`config.mk`:
```
export PLATFORM = sky130hd
export DESIGN_NAME = shc_queue
export DESIGN_NICKNAME = d
export VERILOG_FILES = /design/src/hdl/shc_pkg.sv /design/src/hdl/shc_queue.sv
export SDC_FILE = /design/constraint.sdc
export NUM_CORES = 1
export LEC_CHECK = 0
export ABC_AREA = 0
export BUFFER_PORTS_ARGS = -buffer_cell sky130_fd_sc_hd__buf_2
export CAP_MARGIN = 20
export CORE_MARGIN = 1
export CORE_UTILIZATION = 59
export CTS_CLUSTER_SIZE = 40
export DETAILED_ROUTE_END_ITERATION = 16
export PLACE_DENSITY = 0.91
export RECOVER_POWER = 100
export SETUP_SLACK_MARGIN = 0.05
export SLEW_MARGIN = 0
export SYNTH_ARGS = -nofsm -noshare
export SYNTH_HDL_FRONTEND = slang
export SYNTH_SLANG_ARGS = --single-unit
```
`constraint.sdc`:
```
create_clock -name clk -period 13.4 [get_ports clk]
set_input_delay 0.67 -clock clk [delete_from_list [all_inputs] [get_ports clk]]
set_output_delay 0.67 -clock clk [all_outputs]
set_load 0.01 [all_outputs]
```
`src/hdl/shc_pkg.sv`:
```
`default_nettype none
// ----------------------------------------------------------------------------
// shc_pkg
// Types and constants shared by the stall hot-spot counter modules.
// ----------------------------------------------------------------------------
package shc_pkg;

	localparam logic [31:0] HASH_MUL  = 32'd2654435761;
	localparam logic [63:0] SYS_LOW_RST  = 64'h0000_0008_0000_0000;
	localparam logic [63:0] SYS_HIGH_RST = 64'h0000_0008_0020_0000;
	localparam logic [5:0]  TOP_LIMIT_RST = 6'd60;
	localparam logic [16:0] COUNT_MAX = 17'd65536;
	localparam logic [63:0] LOW_BYTE_MASK = 64'hffff_ffff_ffff_ff00;
	localparam int QDEPTH = 4;

	localparam logic [1:0] REG_SYS_LOW   = 2'd0;
	localparam logic [1:0] REG_SYS_HIGH  = 2'd1;
	localparam logic [1:0] REG_TOP_LIMIT = 2'd2;

	typedef struct packed {
		logic        op;
		logic        stall_req;
		logic [5:0]  thread;
		logic [63:0] address;
		logic        last_word;
	} cmd_t;

	typedef struct packed {
		logic [5:0]  out_thread;
		logic [63:0] caller;
		logic [63:0] leaf;
		logic [16:0] hit_count;
		logic [15:0] example_seq;
		logic        empty_res;
		logic        last;
	} res_t;

	typedef struct packed {
		logic [63:0] sys_low;
		logic [63:0] sys_high;
		logic [5:0]  top_limit;
	} cfg_t;

	// work handed from front to back
	typedef struct packed {
		logic        rpt;
		logic [63:0] caller;
		logic [55:0] leaf_key;
		logic [5:0]  thread;
		logic [15:0] seq;
	} item_t;

	typedef struct packed {
		logic [63:0] caller;
		logic [55:0] leaf_key;
		logic [5:0]  thread;
		logic [16:0] count;
		logic [15:0] example;
	} slot_t;

	typedef enum logic [3:0] {
		B_IDLE, B_HASH, B_SLOT, B_READ, B_CHECK,
		B_SCAN, B_SDRAIN, B_SDONE, B_EMITLAST, B_CLEAR
	} bstate_t;

endpackage
`default_nettype wire

```
`src/hdl/shc_queue.sv`:
```
`default_nettype none
// ----------------------------------------------------------------------------
// shc_queue
// Short queue between sample front and table back.
// ----------------------------------------------------------------------------
module shc_queue
	import shc_pkg::*;
(
	input  wire logic  clk,
	input  wire logic  arst_n,
	input  wire logic  push,
	input  wire item_t push_item,
	input  wire logic  pop,
	output item_t      head,
	output logic       empty,
	output logic       full
);

	localparam int QW = $clog2(QDEPTH);

	item_t          ent_q [QDEPTH];
	logic [QW-1:0]  wr_q, rd_q;
	logic [QW:0]    cnt_q;

	assign empty = (cnt_q == '0);
	assign full  = (cnt_q == (QW+1)'(QDEPTH));
	assign head  = ent_q[rd_q];

	always_ff @(posedge clk) begin
		if (push) ent_q[wr_q] <= push_item;
	end

	always_ff @(posedge clk or negedge arst_n) begin
		if (!arst_n) begin
			wr_q  <= '0;
			rd_q  <= '0;
			cnt_q <= '0;
		end else begin
			if (push) wr_q <= wr_q + QW'(1);
			if (pop)  rd_q <= rd_q + QW'(1);
			unique case ({push, pop})
				2'b10:   cnt_q <= cnt_q + (QW+1)'(1);
				2'b01:   cnt_q <= cnt_q - (QW+1)'(1);
				default: cnt_q <= cnt_q;
			endcase
		end
	end

endmodule
`default_nettype wire

```
==> results.cfg, run 1 <==
[outcome]
run_status = complete, but fails checks
violations = max-capacitance violations, max-slew violations

[timing]
fmax_mhz = 130
max_slew_margin = -2.14
finalHoldViolations = 0
report.final.slew_viol_count = 715
tightest_slew_ns = 4.71
skew_ns = 0.0128
rsz0062_at_grt = false
min_period_over_period = 0.574
setup_viol = 0
whs_ns = 0.334
finalSetupTns_ns = 0
fin_ws_ns = 5.71
min_period_ns = 7.69

[cts]
cts.sinks = 579
cts_tree = built
cts_root_buf = clkbuf_16
insertion_delay_ns = 0.58
post_cts_buffers = 0
clockBufferDepth = 3
post_cts_resized = 0
cts_made_buffers = 55
cts.clk_slew.worst_paths_ns = 0.06
h-tree-depth = 2

[power]
powerDensity_nw_per_um2 = 225
power.share.clock = 0.273
combinationalPowerShare = 0.263
peakVddDrop_uv = 177
power.internal_w = 0.00391
switching_power_w = 0.00155
power_leakage_nw = 7.59
swShare = 0.284
seqPwrFrac = 0.465

[global_route]
grt_pass1_wl_um = 57600
grt_pass1_vias = 10100
grt_overflow_total = 0
grt_use_total = 0.217
grt_max_degree = 73
antenna_found_initial = 6

[yosys]
yosys-top-cells-area = edfxtp_1, mux4_2, dfrtp_1
yosysSeqAreaShare = 0.827
synth_seq_cells = 579
netlist.area_leader.share = 0.819
netlist.top_cell.by_area = edfxtp_1
yosys_warnings = 0
async_flop_share = 0.0121
synth_flop_cell = edfxtp_1
syn-cell-area_um2 = 21000
synthCells = 784
synth_edf_count = 572
ys_types = 18
synth_area_per_cell_um2 = 26.8
syn-num-nets = 937

[placement]
dp_hpwl_um = 22900
port_buffers = 291
pre_cts_slack_ns = 9.75
place_congestion = 0.747

[routing]
wl_um = 38900
viasPerCell = 5.78
drtIter0Drc = 607
wl_per_cell_um = 24.1
detail-route-antenna-nets = 0
drt_first_pass_iters = 5
num_vias = 9340
post-route-drc-count = 0

[floorplan]
dieArea_um2 = 36300
fp-row-count = 68
dieHeight_um = 191
io_pins = 292
initial_core_util = 0.603
die_x_um = 191
core_area_um2 = 34800

[final_layout]
area_growth_pct = 15.7
final_common_cell = edfxtp_1
final_nets = 1266
drive_gt1_frac = 0.189
final_cell_mix = edfxtp_1, clkbuf_1, mux4_2

[worst_setup_path]
worst_path_most_repeated_cell = clkbuf_1
end_kind = output port
crit_buf_inv = 2
start_kind = flop
crit_fanout = 50
critical_path.top_delay_family = buffers and inverters
arrival_ns = 7.02
cpPeakStageDelay_ns = 2.96
required_ns = 12.73
critical_path_class = reg -> out
reg2reg_slack_ns = 8.05
crit_chain = clkbuf_1, mux4_2, clkbuf_1
slowest_stage = clkbuf_1

[run]
max_cap_violations = 13

[min_path]
worstHoldPathType = in -> reg
cell type report:
cell class,instances,area [µm²]
diodes,3,7.51
clock buffers,75,1490
clock inverters,26,249
fillers,2148,10500
inverters,6,22.5
multi-input cells,167,3420
flip-flops and latches,579,17400
well taps,455,569
repair buffers,304,1160
synthesized netlist by cell type (all sizes together) (2+ instances only):
cell type / number
and2: 4
buf: 26
clkbuf: 6
dfrtp: 7
edfxtp: 572
ha: 5
inv: 6
mux4: 143
nand2: 3
o21ai: 2
xnor2: 2
xor2: 4
metal layers:
metal,GRT usage,wire (µm),vias up
li1,-,-,4064
met1,0.275,14800,4842
met2,0.365,20100,355
met3,0.0604,3100,71
met4,0.0751,860,8
met5,0,50,-
sequential cells by signal (all words and copies together), names as in the netlist:
register,count
ent_q,572
wr_q,2
rd_q,2
cnt_q,3
per-stage QoR:
step	power [W]	utilization	instance area (µm²)	instances
2_1_floorplan	0.00352	-	21000	784
3_3_place_gp	0.00399	0.659	22900	1510
3_5_place_dp	0.00404	0.659	22900	1510
4_1_cts	0.00553	0.709	24700	1612
5_1_grt	0.00570	0.697	24300	1613
6_report	0.00546	0.698	24300	1615
power groups by stage:
stage	registers, W	clock network (W)	logic, W
floorplan	0.00250	0	0.00102
global placement	0.00251	0	0.00148
detailed placement	0.00254	0	0.00150
CTS	0.00251	0.00151	0.00151
global route	0.00258	0.00157	0.00154
finish	0.00254	0.00149	0.00143
path summary, 6_finish.rpt:
kind                          start      endpoint  depth (start not counted)
hold / removal                  pop       rd_q[0]                          2
setup reg to reg            wr_q[1]  ent_q[1][98]                          4
hold reg to reg            cnt_q[2]      cnt_q[2]                          1
setup / recovery            rd_q[0]       head[2]                          3
max in group asynchronous    arst_n       rd_q[1]                          2
min in group asynchronous    arst_n       wr_q[0]                          2
worst register-to-register path, stage by stage, from the launching register on:
cell,delay (ns)
dfrtp_1,0.41
inv_1,0.10
ha_1,0.15
and2_0,1.14
clkbuf_1,3.03
cell families after synthesis:
group,share of synthesized area
AND/OR/NAND/NOR,0.00244
XOR/XNOR,0.00250
AO/OA/AOI/OAI,0.000477
flip-flops,0.827
adder cells (fa/ha/maj),0.00394
buffers and inverters,0.0103
multiplexers,0.153
what timing repair did:
item | CTS | global route
hold buffers | 1 | 0
endpoints found under the setup margin | 0 | 0
endpoints found under the hold margin | 7 | 0
(Power assumes the default switching activity.)
==> run 2, diff against run 1 <==
--- a/config.mk
+++ b/config.mk
@@ -5,14 +5,14 @@
 export SDC_FILE = /design/constraint.sdc
 export NUM_CORES = 1
 export LEC_CHECK = 0
-export ABC_AREA = 0
+export ABC_AREA = 1
 export BUFFER_PORTS_ARGS = -buffer_cell sky130_fd_sc_hd__buf_2
 export CAP_MARGIN = 20
 export CORE_MARGIN = 1
-export CORE_UTILIZATION = 59
+export CORE_UTILIZATION = 52
 export CTS_CLUSTER_SIZE = 40
 export DETAILED_ROUTE_END_ITERATION = 16
-export PLACE_DENSITY = 0.91
+export PLACE_DENSITY = 0.85
 export RECOVER_POWER = 100
 export SETUP_SLACK_MARGIN = 0.05
 export SLEW_MARGIN = 0
==> constraint.sdc (replaced) <==
create_clock -name clk -period 6.4 [get_ports clk]
set_input_delay 0.32 -clock clk [delete_from_list [all_inputs] [get_ports clk]]
set_output_delay 0.32 -clock clk [all_outputs]
set_load 0.01 [all_outputs]
==> run 2 against run 1 <==
The run still ends with max-capacitance violations, max-slew violations left; synthesized cell count rose by 120%; routed wire length up 33%; critical path depth increased by 1; register-to-register slack got worse by 6.3 ns; via count up 59%.
==> results.cfg, run 2 <==
[worst_setup_path]
end_kind = output port
start_kind = flop
crit_fanout = 220
critical_path_class = reg -> out
required_ns = 6.08
arrival_ns = 4.47

[yosys]
synth_edf_count = 572
netlist.top_cell.by_area = edfxtp_1
synthCells = 1717
yosys-top-cells-area = edfxtp_1, o211ai_1, nand2_1
yosysSeqAreaShare = 0.741
netlist.area_leader.share = 0.733
synth_flop_cell = edfxtp_1
ys_types = 20
async_flop_share = 0.0121
syn-num-nets = 1870
synth.most_common_cell = edfxtp_1
synth_seq_cells = 579
synth_area_per_cell_um2 = 13.6
synth_common_cells = edfxtp_1, nand2_1, inv_1
syn-cell-area_um2 = 23400
yosys_warnings = 0

[placement]
port_buffers = 291
place_congestion = 0.823
dp_hpwl_um = 27400
placed_area_um2 = 24900
numPlacedInstances = 2515

[timing]
min_period_over_period = 0.749
skew_ns = 0.00962
finalHoldViolations = 0
report.final.slew_viol_count = 632
whs_ns = 0.201
max_slew_margin = -1.53
rsz0062_at_grt = false
min_period_ns = 4.79
setup_viol = 0
fmax_mhz = 209
finalSetupTns_ns = 0
tightest_slew_ns = 3.79

[power]
powerDensity_nw_per_um2 = 450
peakVddDrop_uv = 366
power_leakage_nw = 10.4

[outcome]
run_status = complete, but fails checks
violations = max-capacitance violations, max-slew violations

[routing]
drtIter0Drc = 1315
wl_per_cell_um = 18.8
wl_um = 51900
num_vias = 14900
detail-route-antenna-nets = 0
viasPerCell = 5.37
drt_first_pass_iters = 6
post-route-drc-count = 0

[final_layout]
final_cell_mix = edfxtp_1, nand2_1, inv_1
final_area_um2 = 27700
largest_reg_flops = 572
largestRegisters = ent_q: 572 flops, cnt_q: 3 flops
regMostFlops = ent_q
multi_input_area_um2 = 4020
final_common_cell = edfxtp_1
final_nets = 2278
drive_gt1_frac = 0.0590
area_growth_pct = 18.1
post-route-util = 0.624
instances_no_fill = 2766
fillers = 3164
ff_latch_area_um2 = 17400

[cts]
cts.clk_slew.worst_paths_ns = 0.06
cts_tree = built
cts_made_buffers = 54
clockBufferDepth = 3
post_cts_buffers = 0
h-tree-depth = 2
insertion_delay_ns = 0.58
post_cts_resized = 0
cts_root_buf = clkbuf_16
cts.sinks = 579

[min_path]
worstHoldPathType = in -> async

[floorplan]
io_pins = 292
die_x_um = 214
dieHeight_um = 214
core_area_um2 = 44300
fp-row-count = 77
initial_core_util = 0.528
dieArea_um2 = 45900

[global_route]
antenna_found_initial = 4
grt_max_degree = 265
grt_overflow_total = 0
grt_pass1_vias = 15300
grt_pass1_wl_um = 81100
grt_use_total = 0.225

[run]
max_cap_violations = 9
[run 2: changes by cell type after synthesis, sizes merged]
cell and change:
inv +294, and3 -1, nor2 -1, clkbuf +2
and2 -4, nand4 +1, nand2 +437, nor3 +1
o211ai +286, xor2 -1, nand3 +1, buf +62
mux4 -143, xnor2 -1
[run 2: metal layers]
metal	part of all wire	routed length, µm	vias up	global-route usage
met1	0.37	19100	7194	0.262
met4	0.043	2230	0	0.117
li1	-	-	6807	-
met5	0	0	-	0
met2	0.52	27000	693	0.396
met3	0.069	3590	164	0.0433
[run 2: path summary, 6_finish.rpt]
path / startpoint / end / slack [ns] / cells after the start
max in group asynchronous: arst_n / rd_q[0] / 5.83 / 2
min reg2reg: cnt_q[2] / cnt_q[2] / 0.51 / 2
max reg2reg: wr_q[0] / ent_q[2][72] / 1.74 / 5
min: arst_n / cnt_q[2] / 0.20 / 2
max: rd_q[0] / head[63] / 1.61 / 4
min in group clk: cnt_q[2] / cnt_q[2] / 0.51 / 2
[run 2: worst max-delay path: stages (launching register included)]
cell and delay, ns:
dfrtp_4 1.03, clkbuf_4 1.67, o211ai_1 0.42, nand2_1 0.20, clkbuf_1 0.20
[run 2: report_power, final]
group          internal (W)  switching (W)  total, W
clock               0.00178        0.00136   0.00314
combinational       0.00117        0.00285   0.00402
sequential          0.00500       0.000273   0.00528
total               0.00796        0.00448    0.0124
[run 2: kinds of logic (layout without fill, tap and decap cells)]
family          after synthesis  count (layout)  share of synthesized area
simple gates                444             444                     0.0714
flops                       579             579                      0.741
other cells                   0               4                          0
compound gates              288             288                     0.0985
xor+xnor                      4               4                    0.00150
buf+inv                     396             849                     0.0841
fa+ha+maj                     6               6                    0.00353
[run 2: metrics by stage]
| step | total power [W] | setup WS (ns) |
|---|---|---|
| 2_1_floorplan | 0.00827 | 2.46 |
| 3_3_place_gp | 0.00922 | 3.66 |
| 3_5_place_dp | 0.00937 | 3.52 |
| 4_1_cts | 0.0126 | 2.86 |
| 5_1_grt | 0.0130 | 1.31 |
| 6_report | 0.0124 | 1.61 |
[run 2: timing repair]
item                                    4_1_cts  5_1_grt
endpoints found under the setup margin        0        0
endpoints found under the hold margin       581        0
hold buffers                                146        0
[run 2: final cells by class]
type | count | area share
antenna | 4 | 0.000362
clock buffer | 64 | 0.0525
clock inverter | 37 | 0.0101
inverter | 300 | 0.0413
multi-input combinational | 742 | 0.145
sequential | 579 | 0.627
tap | 592 | 0.0268
timing repair buffer | 448 | 0.0960
